===== src/hdl/ptts_pkg.sv =====
package ptts_pkg;

    // Width and ceiling of the saturating event counters.
    localparam int CNT_W = 16;
    localparam logic [CNT_W-1:0] CNT_MAX = '1;

    // Request opcodes.
    typedef enum logic [1:0] {
        OP_TICK    = 2'd0,
        OP_LOAD    = 2'd1,
        OP_RESTART = 2'd2,
        OP_STATS   = 2'd3
    } op_t;

    // Configuration register byte addresses.
    localparam logic [2:0] REG_ADDR_COUNT  = 3'd0;
    localparam logic [2:0] REG_ADDR_POLICY = 3'd4;

    // Per-cell control strobes from the sequencer.
    typedef struct packed {
        logic tick;
        logic enable;
        logic load;
        logic restart;
        logic run;
    } cell_ctrl_t;

    // Saturating add of a small increment to a counter.
    function automatic logic [CNT_W-1:0] sat_add(input logic [CNT_W-1:0] v,
                                                 input logic [1:0] d);
        logic [CNT_W:0] s;
        s = {1'b0, v} + (CNT_W+1)'(d);
        return s[CNT_W] ? CNT_MAX : s[CNT_W-1:0];
    endfunction

endpackage


===== src/hdl/ptts_cell.sv =====
module ptts_cell
    import ptts_pkg::*;
#(
    parameter int TIME_WIDTH = 32,
    parameter int IDX_W      = 3,
    parameter int SUM_W      = 5,
    parameter int CELL_IDX   = 0
)
(
    input  logic                  clk,
    input  logic                  rst_n,
    input  cell_ctrl_t            ctrl,
    input  logic                  policy,
    input  logic [TIME_WIDTH-1:0] now_time,
    input  logic [15:0]           ld_period,
    input  logic [15:0]           ld_exec,
    input  logic [15:0]           ld_deadline,
    input  logic                  in_found,
    input  logic [TIME_WIDTH-1:0] in_key,
    input  logic [IDX_W-1:0]      in_pick,
    input  logic                  in_last,
    input  logic [SUM_W-1:0]      in_sum,
    output logic                  out_found,
    output logic [TIME_WIDTH-1:0] out_key,
    output logic [IDX_W-1:0]      out_pick,
    output logic                  out_last,
    output logic [SUM_W-1:0]      out_sum,
    output logic                  released_flag,
    output logic                  missed_flag,
    output logic [CNT_W-1:0]      released_count,
    output logic [CNT_W-1:0]      completed_count,
    output logic [CNT_W-1:0]      missed_count
);

    logic [15:0]           period_reg;
    logic [15:0]           exec_reg;
    logic [15:0]           deadline_reg;
    logic [TIME_WIDTH-1:0] release_reg;
    logic [TIME_WIDTH-1:0] abs_dl_reg;
    logic [15:0]           remaining_reg;
    logic                  active_reg;
    logic                  marked_reg;
    logic [CNT_W-1:0]      rel_cnt_reg;
    logic [CNT_W-1:0]      cmp_cnt_reg;
    logic [CNT_W-1:0]      mis_cnt_reg;
    logic                  rel_flag_reg;
    logic                  mis_flag_reg;
    logic [1:0]            miss_num_reg;
    logic                  tok_found_reg;
    logic [TIME_WIDTH-1:0] tok_key_reg;
    logic [IDX_W-1:0]      tok_pick_reg;
    logic                  tok_last_reg;
    logic [SUM_W-1:0]      tok_sum_reg;

    logic                  due;
    logic                  miss_rel;
    logic                  act1;
    logic [15:0]           rem1;
    logic                  marked1;
    logic [TIME_WIDTH-1:0] abs1;
    logic                  miss_dl;
    logic [1:0]            miss_num;
    logic                  eligible;
    logic [TIME_WIDTH-1:0] key;
    logic                  take;

    // Release and deadline checks for one tick.
    always_comb
    begin
        due      = now_time >= release_reg;
        miss_rel = due && active_reg && (remaining_reg != '0) && !marked_reg;
        act1     = due ? 1'b1 : active_reg;
        rem1     = due ? exec_reg : remaining_reg;
        marked1  = due ? 1'b0 : marked_reg;
        abs1     = due ? TIME_WIDTH'(now_time + TIME_WIDTH'(deadline_reg)) : abs_dl_reg;
        miss_dl  = act1 && (rem1 != '0) && (now_time >= abs1) && !marked1;
        miss_num = 2'(miss_rel) + 2'(miss_dl);
    end

    // Task parameters, written by a load request.
    always_ff @(posedge clk)
    begin
        if (ctrl.load)
        begin
            period_reg   <= ld_period;
            exec_reg     <= ld_exec;
            deadline_reg <= ld_deadline;
        end
    end

    // Runtime state and counters.
    always_ff @(posedge clk or negedge rst_n)
    begin
        if (!rst_n)
        begin
            release_reg   <= '0;
            abs_dl_reg    <= '0;
            remaining_reg <= '0;
            active_reg    <= 1'b0;
            marked_reg    <= 1'b0;
            rel_cnt_reg   <= '0;
            cmp_cnt_reg   <= '0;
            mis_cnt_reg   <= '0;
            rel_flag_reg  <= 1'b0;
            mis_flag_reg  <= 1'b0;
            miss_num_reg  <= '0;
        end
        else if (ctrl.load || ctrl.restart)
        begin
            release_reg   <= '0;
            abs_dl_reg    <= ctrl.load ? TIME_WIDTH'(ld_deadline) : TIME_WIDTH'(deadline_reg);
            remaining_reg <= '0;
            active_reg    <= 1'b0;
            marked_reg    <= 1'b0;
            rel_cnt_reg   <= '0;
            cmp_cnt_reg   <= '0;
            mis_cnt_reg   <= '0;
        end
        else if (ctrl.tick)
        begin
            if (ctrl.enable)
            begin
                if (due)
                begin
                    release_reg <= TIME_WIDTH'(release_reg + TIME_WIDTH'(period_reg));
                    rel_cnt_reg <= sat_add(rel_cnt_reg, 2'd1);
                end
                abs_dl_reg    <= abs1;
                remaining_reg <= rem1;
                active_reg    <= act1;
                marked_reg    <= marked1 | miss_dl;
                mis_cnt_reg   <= sat_add(mis_cnt_reg, miss_num);
            end
            rel_flag_reg <= ctrl.enable && due;
            mis_flag_reg <= ctrl.enable && (miss_num != '0);
            miss_num_reg <= ctrl.enable ? miss_num : 2'd0;
        end
        else if (ctrl.run)
        begin
            remaining_reg <= remaining_reg - 16'd1;
            if (remaining_reg == 16'd1)
            begin
                active_reg  <= 1'b0;
                cmp_cnt_reg <= sat_add(cmp_cnt_reg, 2'd1);
            end
        end
    end

    // Selection token: keep the better of the incoming and own candidate.
    always_comb
    begin
        eligible = ctrl.enable && active_reg && (remaining_reg != '0);
        key      = policy ? abs_dl_reg : TIME_WIDTH'(period_reg);
        take     = eligible && (!in_found || (key < in_key));
    end

    always_ff @(posedge clk)
    begin
        tok_found_reg <= in_found || take;
        tok_key_reg   <= take ? key : in_key;
        tok_pick_reg  <= take ? IDX_W'(CELL_IDX) : in_pick;
        tok_last_reg  <= take ? (remaining_reg == 16'd1) : in_last;
        tok_sum_reg   <= SUM_W'(in_sum + SUM_W'(miss_num_reg));
    end

    assign out_found       = tok_found_reg;
    assign out_key         = tok_key_reg;
    assign out_pick        = tok_pick_reg;
    assign out_last        = tok_last_reg;
    assign out_sum         = tok_sum_reg;
    assign released_flag   = rel_flag_reg;
    assign missed_flag     = mis_flag_reg;
    assign released_count  = rel_cnt_reg;
    assign completed_count = cmp_cnt_reg;
    assign missed_count    = mis_cnt_reg;

endmodule


===== config.mk =====
export PLATFORM = sky130hd
export DESIGN_NAME = ptts_cell
export DESIGN_NICKNAME = d
export VERILOG_FILES = /design/src/hdl/ptts_pkg.sv /design/src/hdl/ptts_cell.sv
export SDC_FILE = /design/constraint.sdc
export NUM_CORES = 1
export LEC_CHECK = 0
export BUFFER_PORTS_ARGS = -buffer_cell sky130_fd_sc_hd__buf_2
export CELL_PAD_IN_SITES_DETAIL_PLACEMENT = 0
export CELL_PAD_IN_SITES_GLOBAL_PLACEMENT = 2
export CORE_AREA = 2 2 182 256
export CTS_CLUSTER_DIAMETER = 50
export DETAILED_ROUTE_END_ITERATION = 8
export DIE_AREA = 0 0 184 258
export GPL_TIMING_DRIVEN = 0
export PLACE_DENSITY_LB_ADDON = 0.1
export SLEW_MARGIN = 20
export SYNTH_ARGS = -nofsm -noshare
export SYNTH_HDL_FRONTEND = slang
export SYNTH_SLANG_ARGS = --single-unit

===== constraint.sdc =====
create_clock -name clk -period 6.5 [get_ports clk]
set_clock_uncertainty 0.15 [all_clocks]
set_input_delay 0.975 -clock clk [delete_from_list [all_inputs] [get_ports clk]]
set_output_delay 0.975 -clock clk [all_outputs]
set_load 0.01 [all_outputs]

# Word level (Yosys, flattened, before mapping)
# Cells that the tools add are included.
[word_totals] wordCells=110 out_inout_bits=92 ff_bits=224
[op_classes] n_mux=42 reduce_logical=33 magnitude_cmp=3 addsub=8 n_eq_ne=3 bitwise_logic=2
[op_table] op="$mux W16" count=20
[op_table] op="$mux W32" count=10
[op_table] op="$add A32 B16 Y32" count=2
[op_table] op="$ge A32 B32 Y1" count=2
[op_table] op="$add A16 B1 Y17 const B" count=2
[op_table] op="$lt A32 B32 Y1" count=1
[op_table] op="$reduce_bool A16 Y1" count=2
[op_table] op="$add A16 B2 Y17" count=1
[op_table] op="$eq A16 B1 Y1 const B" count=1
[op_table] op="$sub A16 B1 Y16 const B" count=1
[op_table] op="$reduce_bool A2 Y1" count=6
[op_table] op="$logic_and A1 B1 Y1" count=11
[op_table] op="$mux W1" count=11
[op_table] op="$reduce_and A3 Y1" count=3
[op_table] op="$reduce_and A2 Y1" count=3
[op_table] op="$reduce_bool A3 Y1" count=2
[op_table] op="$add A5 B2 Y5" count=1
[op_table] op="$logic_not A1 Y1" count=3
[op_table] op="$logic_or A1 B1 Y1" count=3
[op_table] op="$ne A3 B2 Y1 const B" count=1
[op_table] op="$add A1 B1 Y2" count=1
[op_table] op="$mux W2" count=1
[op_table] op="$ne A2 B1 Y1 const B" count=1
[op_table] op="$not A1 Y1" count=1
[op_table] op="$or A1 B1 Y1" count=1

# Longest topological paths before layout
# Gate-level depths: netlist (run 1).
[depth] ltp_word=12 depth_mapped=30

# Worst setup path after synthesis (run 1)
# No wires, ideal clock.
[synth_timing] path_kind="input to register" from="input now_time[21]" to="register mis_cnt_reg[3] (netlist: missed_count[3])" slack_ps=-316 arrival_time_ps=6543 cell_stages=28 cell_sequence="ha_1 a21o_1 a21oi_1 o221ai_1 a2111o_1 a31oi_2 buf_2 buf_2 buf_2 mux2i_1 ha_1 a21o_1 a21o_1 a21oi_1 o21ai_0 a221o_1 nor2_1 a21oi_1 and2_1 ha_1 ha_1 fa_1 nand4_1 nor2_1 nand2_1 clkbuf_1 a21oi_1 o221a_2"
[synth_via] elab_chain_len=12
[synth_rtl] element="from (decl)" line_no="ptts_cell.sv:14" text="input logic [TIME_WIDTH-1:0] now_time,"
[synth_rtl] element="branches (longest 6 deep; another with $add A32 B16 Y32)"
[synth_rtl] element="$add A1 B1 Y2 *" line_no="ptts_cell.sv:77" text="miss_num = 2'(miss_rel) + 2'(miss_dl);"
[synth_rtl] element="$add A16 B2 Y17 *" line_no="ptts_pkg.sv:32" text="s = {1'b0, v} + (CNT_W+1)'(d);"
[synth_rtl] element="$mux W16 *" line_no="ptts_pkg.sv:33" text="return s[CNT_W] ? CNT_MAX : s[CNT_W-1:0];"
[synth_rtl] element="$mux W16 *" line_no="ptts_cell.sv:121" text="if (ctrl.enable)"
[synth_rtl] element="$mux W16 *" line_no="ptts_cell.sv:119" text="else if (ctrl.tick)"
[synth_rtl] element="$mux W16 *" line_no="ptts_cell.sv:108" text="else if (ctrl.load || ctrl.restart)"
[synth_rtl] element="to (signal assigned)" line_no="ptts_cell.sv:132" text="mis_cnt_reg <= sat_add(mis_cnt_reg, miss_num);"
[synth_rtl] element="to (decl)" line_no="ptts_cell.sv:45" text="logic [CNT_W-1:0] mis_cnt_reg;"
# Every way passes the cells marked *. The select of a mux whose other input is x is not followed.
# A chain may end at the register's enable or synchronous reset.

# Final worst setup path (run 1)
[layout_timing] from="input now_time[17]" to="register mis_cnt_reg[9] (netlist: missed_count[9])"
# Same word-level chain as after synthesis.

==> summary.md, run 1 <==
| Metric | Value |
|---|---|
| Critical path launch point | now_time[17] |
| Seq/Total Area, Yosys | between 30% and 40% |
| Switch Pwr | about 1.3 mW |
| Crit Path Class | primary input to flop |
| Worst Max-Slew Pin Slew | between 1 and 1.5 ns |
| Core Rows | 93 |
| Final period util | 98.4% |
| Die area | 47500 um2 |
| Most frequent CP cell | ha_4 |
| Hold/Removal Path Class | primary input to asynchronous set/reset pin |
| Final Max Slew Viols | 0 |
| CP endpoint | missed_count[9]$_DFFE_PN0P_ |
| Cell depth of the worst flop-to-flop path | 28 |
| Clock sinks | 224 |
| Slew margin rel. | between 20% and 30% |
| Syn avg cell area | approximately 9.4 um2 |
| Worst EP arrival | between 6 and 7 ns |
| Routed length per instance | 21.9 um |
| Peak VDD IR | 165 uV |
| Core area | 45400 um2 |
| Worst path max stage delay | 0.47 ns |
| CP Launch Type | primary input |
| Max-cap violations | 0 |
| Leak pwr | 7.89 nW |
| Initial Util | between 30% and 40% |
| IO buf count | between 200 and 250 |
| Final ANT Viol Nets | 0 |
| Worst path required time | 6.76 ns |
| Comb power frac | 18.1% |
| Cts bufs inserted | 35 |
| CP max-delay cell | a2111o_1 |
| Critical Path Stages | 28 |
| Mapped Nets | 1791 |
| Synth top area cells | dfrtp_1, ha_1, edfxtp_1 |
| Critical path peak fanout | 5 |
| Status | finished clean |
| Hold Vio Cnt, Final | 0 |
| CTS clk-pin slew, worst paths | roughly 0.050 ns |
| Gpl congestion | 0.851 |
| Reg-to-reg endpoint | missed_count[9]$_DFFE_PN0P_ |
| Worst reg2reg path startpoint | release_reg[17]$_DFFE_PN0P_ |
| Number of flops mapped to enable cells by yosys | 48 |
| Overall power | 4.28 mW |
| Hpwl dp | 40100 um |
| Share of cells above drive strength 1 | between 20% and 30% |
| Tmin final | 6.39 ns |
| TritonCTS clock tree | done |
| Netlist cell types | 72 |
| DIE WIDTH | approximately 180 um |
| Predominant post-synthesis flop cell | dfrtp_1 |
| Antenna violations before repair | 5 |
| Pint | 3.03 mW |
| Iter 0 DRT Violations | 667 |
| H-tree depth | 2 |
| Vias in the first global route | 12920 |
| Crit-path leading delay family | compound AO/OA/AOI/OAI gates |
| Pwr Density | 242 nW/um2 |
| Synth warn | 0 |
| Final wirelength | 52300 um |
| Setup slack, reg-to-reg | 0.22 ns |
| Clock power frac | 45.3% |
| Syn Std Cell Area | 14300 um2 |
| Clk_lat worst skew | about 0.53 ns |
| Io pins | 222 |
| First-pass GRT wire length | 78600 um |
| Setup crit end kind | flop |
| DIE HEIGHT | roughly 260 um |
| Ys async rst share | between 50% and 60% |
| GR Util All Layers | ~22% |
| Synth area leader | dfrtp_1 |
| Pre-antenna DRT Iters | 5 |
| Layout Utilization | 39.0% |
| Post-synthesis cell count | 1520 |
| Synth top area share | about a quarter |
| Clock Tree Root | clkbuf_16 |
| Overflow after GRT | 0 |
| CP bufs+invs | 3 |
| Vias per inst | between 5 and 6 |
| Fin nets | 2057 |
| Setup-failing EPs final | 0 |
| Total negative slack | 0 ns |
| Max Clk Rate | 156 MHz |
| Syn-to-layout area delta | 23.6% |
| Layout Cells excl Fill | approximately 2400 |
| Placed Cells | about 2300 |
| Net Sw Frac | 29.2% |
| Clock buffer depth | 3 |
| Register bit total from synthesis | 224 |
| Largest net degree at the start of global routing | 82 |
| DRC violations left | 0 |
| Routed vias | 12560 |
| Reg power frac | 36.6% |
==> stage by stage <==
step                setup WS, ns  hold WS (ns)  area [um2]
finish                     0.107         0.235       17700
global route             -0.0175         0.266       17700
CTS                      0.00709         0.252       17600
detailed placement         -1.97         0.315       16200
global placement           -1.97         0.313       16100
floorplan                 0.0346         0.310       14300
==> how the worst min path moves through the flow <==
stage	cells past startpoint	startpoint	end
after floorplan	1	miss_num_reg[0]$_DFFE_PN0P_	out_sum[0]$_DFF_P_
after global placement	1	released_flag$_DFFE_PN0P_	released_flag$_DFFE_PN0P_
after detailed placement	1	released_flag$_DFFE_PN0P_	released_flag$_DFFE_PN0P_
after CTS	1	rst_n	release_reg[29]$_DFFE_PN0P_
after global routing	1	rst_n	released_count[0]$_DFFE_PN0P_
final	1	rst_n	released_count[10]$_DFFE_PN0P_
==> Yosys cell counts (24+ instances only) <==
cell type and count:
a211oi_1 30, ha_1 137, dfxtp_1 42, mux2i_1 43, nand3_1 32, clkbuf_1 43, a21oi_1 126, nor2_1 114
xnor2_1 31, mux2_1 26, dfrtp_1 134, nor3_1 40, a21o_1 26, nand2_1 111, edfxtp_1 48, and2_1 24
inv_1 100, nand4_1 27, o21ai_0 86
==> layout make-up <==
| cell class | instances | area (um2) |
|---|---|---|
| Antenna cell | 3 | 7.51 |
| Buffer | 57 | 289 |
| Clock buffer | 43 | 990 |
| Clock inverter | 19 | 200 |
| Fill cell | 4703 | 27700 |
| Inverter | 100 | 375 |
| Multi-Input combinational cell | 1138 | 8250 |
| Sequential cell | 224 | 5640 |
| Tap cell | 570 | 713 |
| Timing Repair Buffer | 230 | 1230 |
==> power groups by stage <==
stage	Combinational [mW]	Clock (mW)	Sequential, mW
6_report	0.775	1.94	1.57
3_5_place_dp	0.749	0	1.59
4_1_cts	0.779	1.99	1.57
3_3_place_gp	0.742	0	1.60
5_1_grt	0.867	2.04	1.58
2_1_floorplan	0.450	0	1.58
==> repair_timing <==
item                       CTS  global route
resized for setup           33            21
setup endpoints to repair   16            16
hold buffers                 0             0
setup buffers                9             1
pin swaps                    9            12
==> cells in the final DEF (no fill, tap or decap), drive strengths merged, types with 30 or more instances in the layout <==
| master | n |
|---|---|
| a211oi | 30 |
| a21oi | 126 |
| buf | 245 |
| clkbuf | 85 |
| dfrtp | 134 |
| dfxtp | 42 |
| edfxtp | 48 |
| ha | 137 |
| inv | 105 |
| mux2 | 48 |
| mux2i | 43 |
| nand2 | 111 |
| nand3 | 32 |
| nor2 | 114 |
| nor3 | 40 |
| o21ai | 86 |
| xnor2 | 31 |
==> cells by family after synthesis <==
logic type / after synthesis / share of synthesized area [%]
AND/OR/NAND/NOR: 449 / 15.4
buffers and inverters: 158 / 4.38
XOR/XNOR: 45 / 2.75
AO/OA/AOI/OAI: 412 / 18.7
flip-flops: 224 / 39.4
multiplexers: 91 / 6.78
adder cells (fa/ha/maj): 141 / 12.5
==> routing by layer <==
metal,global-route usage (%),share of wire (%)
met5,0,0.090
met4,5.82,2.4
met3,3.17,4.1
met2,42.6,55
met1,25.0,39
Power figures use the tool's default switching activity.
==> run 2: changes to the inputs <==
--- a/config.mk
+++ b/config.mk
@@ -5,15 +5,17 @@
 export SDC_FILE = /design/constraint.sdc
 export NUM_CORES = 1
 export LEC_CHECK = 0
+export ABC_AREA = 1
 export BUFFER_PORTS_ARGS = -buffer_cell sky130_fd_sc_hd__buf_2
 export CELL_PAD_IN_SITES_DETAIL_PLACEMENT = 0
 export CELL_PAD_IN_SITES_GLOBAL_PLACEMENT = 2
-export CORE_AREA = 2 2 182 256
+export CORE_AREA = 2 2 193 270
 export CTS_CLUSTER_DIAMETER = 50
 export DETAILED_ROUTE_END_ITERATION = 8
-export DIE_AREA = 0 0 184 258
+export DIE_AREA = 0 0 195 272
 export GPL_TIMING_DRIVEN = 0
 export PLACE_DENSITY_LB_ADDON = 0.1
+export RECOVER_POWER = 25
 export SLEW_MARGIN = 20
 export SYNTH_ARGS = -nofsm -noshare
 export SYNTH_HDL_FRONTEND = slang
==> run 2 against run 1 <==
Net effect: the run now ends with capacitance limit, slew limit left; utilization fell by 2.3 points; sequential power barely moved; via count rose by 13%; combinational power rose by 4.6%; final cell count rose by 23%; largest cell class unchanged; critical path depth rose by 8; clock power rose by 8%; synthesized cell count rose by 29%; fmax rose by 4.6%; die area rose by 12%; critical path type unchanged; cell area rose by 5.4%.
==> summary.md, run 2 <==
| Metric | Value |
|---|---|
| Routed length per instance | 19.2 um (was 21.9 um) |
| Worst path max stage delay | 0.42 ns (was 0.47 ns) |
| Mapped Nets | 2239 (was 1791) |
| Gpl congestion | 0.835 (was 0.851) |
| Grt peak-use layer | met2 (unchanged) |
| Clock buffer depth | 3 (unchanged) |
| Synth top area share | 22.3% (was 23.4%) |
| Antenna violations before repair | 3 (was 5) |
| Routed vias | 14232 (was 12560) |
| IO buf count | 219 (was 218) |
| GR Util All Layers | 21.2% (was 22.1%) |
| Core Rows | 98 (was 93) |
| Failing checks | capacitance limit, slew limit |
| DIE HEIGHT | 272 um (was 258 um) |
| Worst path required time | 6.80 ns (was 6.76 ns) |
| Critical path peak fanout | 7 (was 5) |
| Layout Cells excl Fill | 2925 (was 2384) |
| TritonCTS clock tree | done (unchanged) |
| Initial Util | 29.6% (was 31.5%) |
| Tmin final | 6.11 ns (was 6.39 ns) |
| Synth area leader | dfrtp_1 (unchanged) |
| Max Clk Rate | 164 MHz (was 156 MHz) |
| Slew margin rel. | -148% (was 25.7%) |
| Pwr Density | 239 nW/um2 (was 242 nW/um2) |
| CP max-delay cell | fa_1 (was a2111o_1) |
| Seq/Total Area, Yosys | 37.5% (was 39.4%) |
| Syn-to-layout area delta | 24.2% (was 23.6%) |
| Core area | 50800 um2 (was 45400 um2) |
| Clock sinks | 224 (unchanged) |
| H-tree depth | 2 (unchanged) |
| First-pass GRT wire length | 85400 um (was 78600 um) |
| Hold Vio Cnt, Final | 0 (unchanged) |
| DRC violations left | 0 (unchanged) |
| Most frequent cells in the layout | nand2_1, inv_1, buf_2, o21ai_0, nor2_1 (was buf_2, dfrtp_1, ha_1, a21oi_1, nor2_1) |
| Max-cap violations | 2 (was 0) |
| Pre-antenna DRT Iters | 7 (was 5) |
| Met3 Usage GRT | 3.18% (was 3.17%) |
| Hold/Removal Path Class | flop to flop (was primary input to asynchronous set/reset pin) |
| Number of flops mapped to enable cells by yosys | 48 (unchanged) |
| Clock Tree Root | clkbuf_16 (unchanged) |
| Final hold slack | 0.331 ns (was 0.235 ns) |
| Ys async rst share | 59.8% (unchanged) |
| Worst Max-Slew Pin Slew | 3.73 ns (was 1.11 ns) |
| Final ANT Viol Nets | 0 (unchanged) |
| Crit Path Class | primary input to flop (unchanged) |
| Most frequent CP cell | nand2_2 (was ha_4) |
| Vias per inst | 4.87 (was 5.27) |
| DIE WIDTH | 195 um (was 184 um) |
| Final Max Slew Viols | 81 (was 0) |
| Layout Utilization | 36.7% (was 39.0%) |
| Final period util | 94.0% (was 98.4%) |
| Leak pwr | 9.10 nW (was 7.89 nW) |
| Commonest non-fill, non-tap cell in the layout | nand2_1 (was buf_2) |
| Setup crit end kind | flop (unchanged) |
| Met1 Usage GRT | 23.4% (was 25.0%) |
| Vias in the first global route | 14440 (was 12920) |
| Register bit total from synthesis | 224 (unchanged) |
| Die area | 53000 um2 (was 47500 um2) |
| CP Launch Type | primary input (unchanged) |
| Met2 Usage GRT | 40.3% (was 42.6%) |
| Synth top cells by count | nand2_1, inv_1, o21ai_0, nor2_1, a21oi_1 (was ha_1, dfrtp_1, a21oi_1, nor2_1, nand2_1) |
| Placed Cells | 2839 (was 2310) |
| Syn avg cell area | 7.63 um2 (was 9.42 um2) |
| Clk_lat worst skew | 0.55 ns (was 0.53 ns) |
| Peak VDD IR | 176 uV (was 165 uV) |
| Top-count cell post-synth | nand2_1 (was ha_1) |
| Io pins | 222 (unchanged) |
| Cts bufs inserted | 37 (was 35) |
| Post-synthesis cell count | 1968 (was 1520) |
| Share of cells above drive strength 1 | 17.1% (was 20.4%) |
| Hpwl dp | 44300 um (was 40100 um) |
| Predominant post-synthesis flop cell | dfrtp_1 (unchanged) |
| Final wirelength | 56200 um (was 52300 um) |
| Synth warn | 0 (unchanged) |
| Overflow after GRT | 0 (unchanged) |
| Synth top area cells | dfrtp_1, nand2_1, ha_1 (was dfrtp_1, ha_1, edfxtp_1) |
| Syn Std Cell Area | 15000 um2 (was 14300 um2) |
| Status | finished with violations (was finished clean) |
| CTS clk-pin slew, worst paths | 0.06 ns (was 0.05 ns) |
| Largest net degree at the start of global routing | 57 (was 82) |
| Post-CTS Hold Fix Bufs | 0 (unchanged) |
| Worst EP arrival | 6.41 ns (was 6.65 ns) |
| Netlist cell types | 60 (was 72) |
| Iter 0 DRT Violations | 732 (was 667) |
| Setup-failing EPs final | 0 (unchanged) |
| Fin nets | 2519 (was 2057) |
[run 2: power breakdown]
part           total (mW)  leakage [nW]  internal (mW)  switching (mW)
sequential           1.56          2.64           1.51          0.0465
combinational       0.811          5.85          0.290           0.522
clock                2.10         0.611           1.32           0.781
[run 2: cell type report]
class | count | area, um2
plain buffers | 52 | 307
flip-flops and latches | 224 | 5640
inverters | 267 | 1000
diodes | 1 | 2.50
clock buffers | 42 | 965
multi-input cells | 1425 | 8340
well taps | 650 | 813
clock inverters | 23 | 305
repair buffers | 241 | 1270
fillers | 5484 | 32100
[run 2: worst paths after layout]
check | slack, ns | to | depth (start not counted) | from
hold reg to reg | 0.33 | released_flag$_DFFE_PN0P_ | 2 | released_flag$_DFFE_PN0P_
setup reg to reg | 0.46 | missed_count[4]$_DFFE_PN0P_ | 36 | release_reg[25]$_DFFE_PN0P_
min in group asynchronous | 0.68 | released_count[5]$_DFFE_PN0P_ | 1 | rst_n
setup / recovery | 0.39 | missed_count[4]$_DFFE_PN0P_ | 36 | now_time[0]
hold / removal | 0.33 | released_flag$_DFFE_PN0P_ | 2 | released_flag$_DFFE_PN0P_
max in group asynchronous | 1.26 | abs_dl_reg[14]$_DFFE_PN0P_ | 2 | rst_n
[run 2: per-stage QoR]
stage | cell area [um2] | power [mW] | TNS [ns] | setup slack, ns
global route | 18600 | 4.71 | -0.0307 | -0.0246
floorplan | 15000 | 2.05 | 0 | 0.707
CTS | 18400 | 4.52 | 0 | 0.0157
finish | 18600 | 4.46 | 0 | 0.390
global placement | 16900 | 2.36 | -17.80 | -1.21
detailed placement | 17000 | 2.37 | -16.77 | -1.16
[run 2: repair_timing]
action	in CTS	in global routing
buffers inserted	5	14
hold endpoints to repair	0	0
setup endpoints to repair	16	16
pin swaps	2	17
cloned	0	1
resized for setup	12	62
[run 2: cells by family (layout without fill, tap and decap cells)]
group | after synthesis | count (layout) | synth area share (%)
AOI/OAI and AO/OA | 416 | 416 | 15.6
xor gates and xnor gates | 57 | 57 | 3.32
adders and majority gates | 141 | 141 | 11.9
buffers and inverters | 319 | 625 | 8.47
DFF | 224 | 224 | 37.5
muxes | 2 | 2 | 0.150
other | 0 | 1 | 0
and+or+nand+nor | 809 | 809 | 23.0
[run 2: routing by layer]
| layer | wire [um] | part of all wire (%) |
|---|---|---|
| met1 | 22200 | 39 |
| met2 | 29400 | 52 |
| met3 | 2220 | 3.9 |
| met4 | 2370 | 4.2 |
| met5 | 8 | 0.014 |
[run 2: worst max-delay path: cells and delay by family]
kind	cells	cell delay [ns]
xor+xnor	1	0.16
buf+inv	5	0.58
fa+ha+maj	6	1.64
simple gates	14	1.70
compound gates	10	1.31
